**src/rtl/core/rou_pkg.sv**
```systemverilog
package rou_pkg;

	localparam int ORD_W = 16;
	localparam int MOD_W = 62;

	typedef struct packed {
		logic [MOD_W-1:0] modulus;
		logic [ORD_W-1:0] order;
	} req_t;

	typedef struct packed {
		logic [MOD_W-1:0] root;
		logic [1:0]       status;
	} rsp_t;

	typedef enum logic [1:0] {
		STAT_OK,
		STAT_NODIV,
		STAT_LIMIT,
		STAT_OVERFLOW
	} stat_t;

	typedef enum logic [3:0] {
		S_IDLE,
		S_CHECK,
		S_DWAIT,
		S_FCHK,
		S_FSTRIP,
		S_FWAIT,
		S_FTAIL,
		S_GCHK,
		S_PBIT,
		S_PMR,
		S_PMB,
		S_PEND,
		S_QCHK,
		S_QWAIT,
		S_DONE
	} state_t;

	typedef enum logic [1:0] {
		PH_FERMAT,
		PH_CAND,
		PH_TEST
	} phase_t;

endpackage

```
**src/rtl/core/rou_mulmod.sv**
```systemverilog
// Bit-serial modular multiplier: one double step and one conditional add step per bit.
module rou_mulmod #(
	parameter int W = 62
) (
	input  logic         clk,
	input  logic         arst_n,
	input  logic         start,
	input  logic [W-1:0] a,
	input  logic [W-1:0] b,
	input  logic [W-1:0] p,
	output logic         done,
	output logic [W-1:0] res
);

	localparam int CW = $clog2(W + 1);

	logic [W-1:0]  a_q, b_q, p_q, r_q;
	logic [CW-1:0] cnt_q;
	logic          add_q, busy_q, done_q;
	logic [W:0]    sum, diff;
	logic [W-1:0]  r_next;

	always_comb begin
		if (add_q) begin
			sum = {1'b0, r_q} + {1'b0, a_q};
		end else begin
			sum = {r_q, 1'b0};
		end
		diff = sum - {1'b0, p_q};
		if (sum >= {1'b0, p_q}) begin
			r_next = diff[W-1:0];
		end else begin
			r_next = sum[W-1:0];
		end
	end

	always_ff @(posedge clk or negedge arst_n) begin
		if (!arst_n) begin
			busy_q <= 1'b0;
			done_q <= 1'b0;
			add_q  <= 1'b0;
			cnt_q  <= '0;
		end else begin
			done_q <= 1'b0;
			if (start) begin
				busy_q <= 1'b1;
				add_q  <= 1'b0;
				cnt_q  <= '0;
			end else if (busy_q) begin
				add_q <= !add_q;
				if (add_q) begin
					if (cnt_q == CW'(W - 1)) begin
						busy_q <= 1'b0;
						done_q <= 1'b1;
					end
					cnt_q <= cnt_q + 1'b1;
				end
			end
		end
	end

	always_ff @(posedge clk) begin
		if (start) begin
			a_q <= a;
			b_q <= b;
			p_q <= p;
			r_q <= '0;
		end else if (busy_q) begin
			if (add_q) begin
				if (b_q[W-1]) begin
					r_q <= r_next;
				end
				b_q <= {b_q[W-2:0], 1'b0};
			end else begin
				r_q <= r_next;
			end
		end
	end

	assign done = done_q;
	assign res  = r_q;

endmodule

```
**src/rtl/core/rou_div.sv**
```systemverilog
// Restoring divider, one quotient bit per cycle, divisor of order width.
module rou_div import rou_pkg::*; #(
	parameter int W = 62
) (
	input  logic             clk,
	input  logic             arst_n,
	input  logic             start,
	input  logic [W-1:0]     num,
	input  logic [ORD_W-1:0] den,
	output logic             done,
	output logic [W-1:0]     quot,
	output logic [ORD_W-1:0] rem
);

	localparam int CW = $clog2(W + 1);

	logic [W-1:0]     q_q;
	logic [ORD_W-1:0] r_q, d_q;
	logic [CW-1:0]    cnt_q;
	logic             busy_q, done_q;
	logic [ORD_W:0]   shifted, diff;

	always_comb begin
		shifted = {r_q, q_q[W-1]};
		diff    = shifted - {1'b0, d_q};
	end

	always_ff @(posedge clk or negedge arst_n) begin
		if (!arst_n) begin
			busy_q <= 1'b0;
			done_q <= 1'b0;
			cnt_q  <= '0;
		end else begin
			done_q <= 1'b0;
			if (start) begin
				busy_q <= 1'b1;
				cnt_q  <= '0;
			end else if (busy_q) begin
				if (cnt_q == CW'(W - 1)) begin
					busy_q <= 1'b0;
					done_q <= 1'b1;
				end
				cnt_q <= cnt_q + 1'b1;
			end
		end
	end

	always_ff @(posedge clk) begin
		if (start) begin
			q_q <= num;
			d_q <= den;
			r_q <= '0;
		end else if (busy_q) begin
			if (shifted >= {1'b0, d_q}) begin
				r_q <= diff[ORD_W-1:0];
				q_q <= {q_q[W-2:0], 1'b1};
			end else begin
				r_q <= shifted[ORD_W-1:0];
				q_q <= {q_q[W-2:0], 1'b0};
			end
		end
	end

	assign done = done_q;
	assign quot = q_q;
	assign rem  = r_q;

endmodule

```
**src/rtl/core/mth_root_of_unity_mod_prime.sv**
```systemverilog
// Finds a primitive order-th root of unity modulo a prime. For each request the block checks
// that the order divides modulus minus one (status 1 otherwise, and also for a modulus below 3
// or an order of 0), factors the order by trial division, and then tries bases 2, 3, ... up to
// MAX_BASE and below the modulus: a base passes the Fermat test g^(p-1) = 1, its candidate
// g^((p-1)/m) must differ from 1, and the candidate raised to m/q must differ from 1 for every
// prime factor q. The first surviving candidate is returned with status 0; when no base
// survives the status is 2, and when the order has more than MAX_PRIME_FACTORS distinct prime
// factors it is 3. Root is 0 unless status is 0. One request is worked on at a time and the
// input is stalled until its response is registered. All modular products and divisions run
// through one shared bit-serial modular multiplier and one shared restoring divider. A modular
// exponentiation costs up to 2*MODULUS_BITS products; the total running time is set by the
// number of bases tried plus up to about 255 divisions for the factoring of the order.
module mth_root_of_unity_mod_prime import rou_pkg::*; #(
	parameter int MODULUS_BITS      = 62,
	parameter int MAX_PRIME_FACTORS = 8,
	parameter int MAX_BASE          = 65536
) (
	input  logic clk,
	input  logic arst_n,
	input  logic src_valid,
	output logic src_stall,
	input  req_t src_data,
	output logic dst_valid,
	input  logic dst_stall,
	output rsp_t dst_data
);

	localparam int W   = MODULUS_BITS;
	localparam int DW  = (W > ORD_W) ? W : ORD_W;
	localparam int NFW = $clog2(MAX_PRIME_FACTORS + 1);
	localparam int FIW = (MAX_PRIME_FACTORS > 1) ? $clog2(MAX_PRIME_FACTORS) : 1;
	localparam int GW  = $clog2(MAX_BASE + 2);
	localparam int XW  = (GW > W) ? GW : W;
	localparam logic [GW-1:0]  BaseLim = GW'(MAX_BASE);
	localparam logic [NFW-1:0] FacLim  = NFW'(MAX_PRIME_FACTORS);

	state_t state_q, state_d;
	phase_t phase_q;

	logic [W-1:0]     p_q, e_q, r_q, b_q, x_q, cand_q, root_q;
	logic [ORD_W-1:0] m_q, rest_q;
	logic [ORD_W-1:0] fac_q [MAX_PRIME_FACTORS];
	logic [8:0]       d_q;
	logic [NFW-1:0]   nf_q, i_q;
	logic [GW-1:0]    g_q;
	logic             strip_q;
	stat_t            stat_q;
	logic             dst_valid_q;
	rsp_t             dst_data_q;

	logic [W-1:0]     phi;
	logic [63:0]      mod_ext;
	logic [17:0]      dd;
	logic             base_ok, full;

	logic             mul_start, mul_done;
	logic [W-1:0]     mul_a, mul_res;
	logic             div_start, div_done;
	logic [DW-1:0]    div_num, div_quot;
	logic [ORD_W-1:0] div_den, div_rem;

	assign mod_ext = {2'b00, src_data.modulus};
	assign phi     = p_q - 1'b1;
	assign dd      = d_q * d_q;
	assign base_ok = (g_q <= BaseLim) && (XW'(g_q) < XW'(p_q));
	assign full    = (nf_q >= FacLim);
	assign mul_a   = (state_q == S_PBIT && x_q[0]) ? r_q : b_q;

	always_comb begin
		case (state_q)
			S_CHECK: begin
				div_num = DW'(phi);
				div_den = m_q;
			end
			S_QCHK: begin
				div_num = DW'(m_q);
				div_den = fac_q[i_q[FIW-1:0]];
			end
			default: begin
				div_num = DW'(rest_q);
				div_den = ORD_W'(d_q);
			end
		endcase
	end

	rou_mulmod #(.W(W)) u_mul (
		.clk    (clk),
		.arst_n (arst_n),
		.start  (mul_start),
		.a      (mul_a),
		.b      (b_q),
		.p      (p_q),
		.done   (mul_done),
		.res    (mul_res)
	);

	rou_div #(.W(DW)) u_div (
		.clk    (clk),
		.arst_n (arst_n),
		.start  (div_start),
		.num    (div_num),
		.den    (div_den),
		.done   (div_done),
		.quot   (div_quot),
		.rem    (div_rem)
	);

	// Sequencer: next state and start pulses for the two shared units.
	always_comb begin
		state_d   = state_q;
		mul_start = 1'b0;
		div_start = 1'b0;
		case (state_q)
			S_IDLE: begin
				if (src_valid) begin
					state_d = S_CHECK;
				end
			end
			S_CHECK: begin
				if (p_q < W'(3) || m_q == '0) begin
					state_d = S_DONE;
				end else begin
					div_start = 1'b1;
					state_d   = S_DWAIT;
				end
			end
			S_DWAIT: begin
				if (div_done) begin
					state_d = (div_rem != '0) ? S_DONE : S_FCHK;
				end
			end
			S_FCHK: begin
				if (dd <= {2'b00, rest_q}) begin
					div_start = 1'b1;
					state_d   = S_FWAIT;
				end else begin
					state_d = S_FTAIL;
				end
			end
			S_FSTRIP: begin
				div_start = 1'b1;
				state_d   = S_FWAIT;
			end
			S_FWAIT: begin
				if (div_done) begin
					if (div_rem != '0) begin
						state_d = S_FCHK;
					end else if (!strip_q && full) begin
						state_d = S_DONE;
					end else begin
						state_d = S_FSTRIP;
					end
				end
			end
			S_FTAIL: begin
				state_d = (rest_q > ORD_W'(1) && full) ? S_DONE : S_GCHK;
			end
			S_GCHK: begin
				state_d = base_ok ? S_PBIT : S_DONE;
			end
			S_PBIT: begin
				if (x_q == '0) begin
					state_d = S_PEND;
				end else begin
					mul_start = 1'b1;
					state_d   = x_q[0] ? S_PMR : S_PMB;
				end
			end
			S_PMR: begin
				if (mul_done) begin
					mul_start = 1'b1;
					state_d   = S_PMB;
				end
			end
			S_PMB: begin
				if (mul_done) begin
					state_d = S_PBIT;
				end
			end
			S_PEND: begin
				case (phase_q)
					PH_FERMAT: state_d = (r_q == W'(1)) ? S_PBIT : S_GCHK;
					PH_CAND:   state_d = (r_q == W'(1)) ? S_GCHK : S_QCHK;
					default:   state_d = (r_q == W'(1)) ? S_GCHK : S_QCHK;
				endcase
			end
			S_QCHK: begin
				if (i_q == nf_q) begin
					state_d = S_DONE;
				end else begin
					div_start = 1'b1;
					state_d   = S_QWAIT;
				end
			end
			S_QWAIT: begin
				if (div_done) begin
					state_d = S_PBIT;
				end
			end
			S_DONE: begin
				if (!dst_valid_q || !dst_stall) begin
					state_d = S_IDLE;
				end
			end
			default: state_d = S_IDLE;
		endcase
	end

	always_ff @(posedge clk or negedge arst_n) begin
		if (!arst_n) begin
			state_q     <= S_IDLE;
			dst_valid_q <= 1'b0;
		end else begin
			state_q <= state_d;
			if (dst_valid_q && !dst_stall) begin
				dst_valid_q <= 1'b0;
			end
			if (state_q == S_DONE && (!dst_valid_q || !dst_stall)) begin
				dst_valid_q <= 1'b1;
			end
		end
	end

	// Datapath registers, updated by the state the sequencer is in.
	always_ff @(posedge clk) begin
		case (state_q)
			S_IDLE: begin
				if (src_valid) begin
					p_q    <= mod_ext[W-1:0];
					m_q    <= src_data.order;
					stat_q <= STAT_NODIV;
					root_q <= '0;
				end
			end
			S_DWAIT: begin
				if (div_done) begin
					e_q     <= div_quot[W-1:0];
					rest_q  <= m_q;
					d_q     <= 9'd2;
					nf_q    <= '0;
					strip_q <= 1'b0;
				end
			end
			S_FWAIT: begin
				if (div_done) begin
					if (div_rem != '0) begin
						strip_q <= 1'b0;
						d_q     <= d_q + 1'b1;
					end else if (!strip_q && full) begin
						stat_q <= STAT_OVERFLOW;
					end else begin
						if (!strip_q) begin
							fac_q[nf_q[FIW-1:0]] <= ORD_W'(d_q);
							nf_q                 <= nf_q + 1'b1;
						end
						strip_q <= 1'b1;
						rest_q  <= div_quot[ORD_W-1:0];
					end
				end
			end
			S_FTAIL: begin
				g_q <= GW'(2);
				if (rest_q > ORD_W'(1)) begin
					if (full) begin
						stat_q <= STAT_OVERFLOW;
					end else begin
						fac_q[nf_q[FIW-1:0]] <= rest_q;
						nf_q                 <= nf_q + 1'b1;
					end
				end
			end
			S_GCHK: begin
				if (base_ok) begin
					r_q     <= W'(1);
					b_q     <= W'(g_q);
					x_q     <= phi;
					phase_q <= PH_FERMAT;
				end else begin
					stat_q <= STAT_LIMIT;
				end
			end
			S_PMR: begin
				if (mul_done) begin
					r_q <= mul_res;
				end
			end
			S_PMB: begin
				if (mul_done) begin
					b_q <= mul_res;
					x_q <= x_q >> 1;
				end
			end
			S_PEND: begin
				case (phase_q)
					PH_FERMAT: begin
						if (r_q == W'(1)) begin
							b_q     <= W'(g_q);
							x_q     <= e_q;
							phase_q <= PH_CAND;
						end else begin
							g_q <= g_q + 1'b1;
						end
					end
					PH_CAND: begin
						cand_q <= r_q;
						i_q    <= '0;
						if (r_q == W'(1)) begin
							g_q <= g_q + 1'b1;
						end
					end
					default: begin
						if (r_q == W'(1)) begin
							g_q <= g_q + 1'b1;
						end else begin
							i_q <= i_q + 1'b1;
						end
					end
				endcase
			end
			S_QCHK: begin
				if (i_q == nf_q) begin
					stat_q <= STAT_OK;
					root_q <= cand_q;
				end
			end
			S_QWAIT: begin
				if (div_done) begin
					r_q     <= W'(1);
					b_q     <= cand_q;
					x_q     <= W'(div_quot[ORD_W-1:0]);
					phase_q <= PH_TEST;
				end
			end
			S_DONE: begin
				if (!dst_valid_q || !dst_stall) begin
					dst_data_q.root   <= MOD_W'(root_q);
					dst_data_q.status <= stat_q;
				end
			end
			default: begin
			end
		endcase
	end

	assign src_stall = (state_q != S_IDLE);
	assign dst_valid = dst_valid_q;
	assign dst_data  = dst_data_q;

	// A request is taken only from idle, so the input stalls right after an accept.
	a_busy_after_accept: assert property (@(posedge clk) disable iff (!arst_n)
		src_valid && !src_stall |=> src_stall)
		else $error("input not stalled after request accept");

	// Root is zero on every failure status.
	a_root_zero_on_fail: assert property (@(posedge clk) disable iff (!arst_n)
		dst_valid && dst_data.status != STAT_OK |-> dst_data.root == '0)
		else $error("nonzero root with failure status");

	// A successful root is never the trivial value one.
	a_root_not_one: assert property (@(posedge clk) disable iff (!arst_n)
		dst_valid && dst_data.status == STAT_OK |-> dst_data.root != MOD_W'(1))
		else $error("trivial root reported as ok");

endmodule
```
**config.mk**
```make
export PLATFORM = sky130hd
export DESIGN_NAME = mth_root_of_unity_mod_prime
export DESIGN_NICKNAME = d
export VERILOG_FILES = /design/src/rtl/core/rou_pkg.sv /design/src/rtl/core/rou_mulmod.sv /design/src/rtl/core/rou_div.sv /design/src/rtl/core/mth_root_of_unity_mod_prime.sv
export SDC_FILE = /design/constraint.sdc
export NUM_CORES = 2
export LEC_CHECK = 0
export BUFFER_PORTS_ARGS = -buffer_cell sky130_fd_sc_hd__buf_2
export CAP_MARGIN = 20
export CORE_UTILIZATION = 55
export CTS_BUF_LIST = sky130_fd_sc_hd__clkbuf_4
export CTS_CLUSTER_SIZE = 10
export DETAILED_ROUTE_END_ITERATION = 10
export HOLD_SLACK_MARGIN = 0.12
export PLACE_DENSITY = 0.77
export SYNTH_ARGS = -nofsm -noshare
export SYNTH_HDL_FRONTEND = slang
export SYNTH_HIERARCHICAL = 1
export SYNTH_SLANG_ARGS = --single-unit
```
**constraint.sdc**
```tcl
create_clock -name clk -period 14.19 [get_ports clk]
set_input_delay 4.257 -clock clk [delete_from_list [all_inputs] [get_ports clk]]
set_output_delay 4.257 -clock clk [all_outputs]
set_load 0.05 [all_outputs]
```
==> reports/qor.yml <==
run_status: "finished, final reports clean"
worstSetupPathType: "reg -> reg"
timing.final.crit_period_ps: 8350
clk_root_buf: "clkbuf_4"
unrepaired_setup_endpoints_after_global_routing: "false"
layout-drive-gt1-share_pct: 19.3
yosys.area.top_type: "edfxtp_1"
most_common_flop_cell_mapped_by_yosys: "edfxtp_1"
synth_enable_flop_cells: 961
top_level_ports: 148
die_area_mm2: 0.102
final_min_period_over_clock_period_pct: 58.8
hold_path.class: "reg -> reg"
pin_count_of_the_biggest_net_entering_global_routing: 83
register_area_mm2: 0.0310
r2r_end: "u_div/quot[40]$_DFFE_PP_"
worst-endpoint-arrival_ps: 9230
most-common-layout-cells: "961 x edfxtp_1, 413 x clkbuf_4, 361 x nand2_1"
path_clk_slew_ps: 80
synth.avg_cell_area_um2: 11.9
start_kind: "flip-flop"
drt_pass1_iterations: 8
reg2reg_depth: 25
gp_congestion: 0.965
total_cts_buffers: 287
rrSetupSlack_ps: 5840
drt_wl_total_um: 147000
clk_path_buf_depth: 4
die_width_um: 320
maxCapViolCount: 0
groute.usage.overall_pct: 28.8
vdd.ir_drop.worst_v: 0.0000680
detail_route.iter0.violations: 4323
vias: 39400
slew-limit-headroom_pct: 25.4
fillers: 7807
grt-ovfl-total: 0
routed_wire_length_per_instance_um: 23.0
critical_path.max_fanout: 59
clock_insertion_delay_at_the_later_pin_of_the_skew_report_ps: 1200
fmax_mhz: 120
timing.final.setup_violations: 0
numPortBuffers: 147
fin_setup_tns_ps: 0
cts-htree-levels: 5
placeableCoreArea_mm2: 0.100
tritoncts_clock_tree: "yes"
synthesis.yosys.warnings: 6
via_count_of_the_first_global_routing_pass: 38300
routed_via_density: 6.17
initial_core_util_pct: 55.5
cts.sink_count: 1064
crit-reg2reg-launch: "d_q[6]$_SDFFCE_PN0P_"
pwr_cell_area_mw_per_mm2: 99.9
post_cts_buffers: 0
drcViolationCount: 0
total_leakage_power_nw: 21.1
final_common_cell: "edfxtp_1"
multi_input_comb_area_mm2: 0.0227
postSynthCellCount: 4658
final_max_slew_viol_count: 0
min_from: "root_q[30]$_SDFFCE_PN0P_"
seq_area_frac_synth_pct: 55.9
grt_first_pass_wirelength_um: 226000
min_delay_worst_endpoint: "dst_data[32]$_DFFE_PP_"
dp_hpwl_um: 103000
mappedNetlistNets: 4999
synth_seq_cells: 1064
whs_path_depth: 0
syn_area_mm2: 0.0555
synth.area.top_cells: "edfxtp_1 52%, ha_1 5.0%, mux2_2 4.5%"
tightest_slew_ps: 1110
hold_viol: 0
dieHeight_um: 320
initial_antenna_violation_count: 3
netlist-cell-type-count: 98
final.setup_skew_ps: 96.8
ant_nets: 0
largest_register_ffs: 128
finish.net_count: 5254
area_delta_synth_final_pct: 9.87
required_ps: 15070
cts_hold_buffers: 0
end_kind: "flip-flop"
synth_largest_type_area_fraction_pct: 52.0
util_after_layout_pct: 61.0
synth_async_sr_flop_share_pct: 2.07
floorplan.rows: 116
ctsResizeCount: 0
==> cell families after synthesis <==
logic type | count (synthesis) | synth area share [%]
and+or+nand+nor | 1329 | 11.9
DFF | 1064 | 55.9
AOI/OAI and AO/OA | 1014 | 12.4
buffers and inverters | 481 | 3.43
muxes | 304 | 6.70
adders and majority gates | 259 | 6.37
xor gates and xnor gates | 207 | 3.27
==> power breakdown <==
group	total [mW]	leakage (nW)	internal (mW)	switching, mW
clock	2.71	2.12	1.45	1.27
combinational	0.0128	11.0	0.00771	0.00508
sequential	3.37	8.05	3.37	0.0000000000000000138
==> how the worst max path moves through the flow <==
stage                           startpoint                          to  slack (ps)  cells after the start
CTS                   d_q[2]$_SDFFCE_PN0P_    u_div/quot[40]$_DFFE_PP_        5930                     25
floorplan           state_q[0]$_DFFE_PN0P_  u_mul/cnt_q[5]$_DFFE_PN0P_        2170                     11
detailed placement    d_q[6]$_SDFFCE_PN0P_    u_div/quot[49]$_DFFE_PP_        6010                     25
global route          d_q[6]$_SDFFCE_PN0P_    u_div/quot[40]$_DFFE_PP_        5520                     25
finish                d_q[6]$_SDFFCE_PN0P_    u_div/quot[40]$_DFFE_PP_        5840                     25
global placement      d_q[2]$_SDFFCE_PN0P_    u_div/quot[50]$_DFFE_PP_        6160                     25
==> per-stage QoR <==
stage	instance area [um2]	total power [mW]	std cells	hold slack, ps	setup WS, ps
final	61000	6.09	6398	391	5840
after global routing	61000	6.31	6398	382	5520
after CTS	60900	6.15	6391	389	5930
after detailed placement	57400	3.45	5916	405	6010
after global placement	57400	3.45	5915	400	6160
after floorplan	55500	3.43	4658	400	2170
==> critical path, stage by stage, from the launching register on <==
cell	delay [ps]
edfxtp_1	620
inv_1	220
nor2_1	250
fa_1	480
fa_1	530
fa_1	540
inv_1	50
fa_1	520
inv_1	40
ha_1	340
a21oi_1	260
o21ai_0	210
a31oi_1	260
nor2_1	80
a211o_1	270
a21oi_1	180
xnor2_1	100
ha_1	300
nand4_1	100
nor2_1	140
a32oi_1	110
a22oi_1	220
or3b_2	520
nand3_4	440
buf_4	770
mux2_2	420
==> final cells by class <==
cell class / count / area share (%)
Sequential cell: 1064 / 50.9
Inverter: 247 / 1.52
Multi-Input combinational cell: 3113 / 37.2
Antenna cell: 1 / 0.00411
Clock buffer: 409 / 5.04
Timing Repair Buffer: 200 / 1.89
Clock inverter: 66 / 0.751
Tap cell: 1298 / 2.66
==> Yosys cell counts, types with 78 or more instances <==
master	instances
a21o_1	89
a21oi_1	227
a22oi_1	86
and2_1	155
clkbuf_1	184
dfxtp_1	81
edfxtp_1	961
ha_1	220
inv_1	247
mux2_2	220
nand2_1	365
nand3_1	81
nand4_1	78
nor2_1	314
o21ai_0	201
xnor2_1	130
==> metal layers <==
metal	track usage, %	part of all wire [%]
met5	0	0.022
met4	12.5	3.8
met3	6.64	9.6
met1	40.7	43
met2	42.5	44
Note: power is estimated with default switching activity, not from simulation.
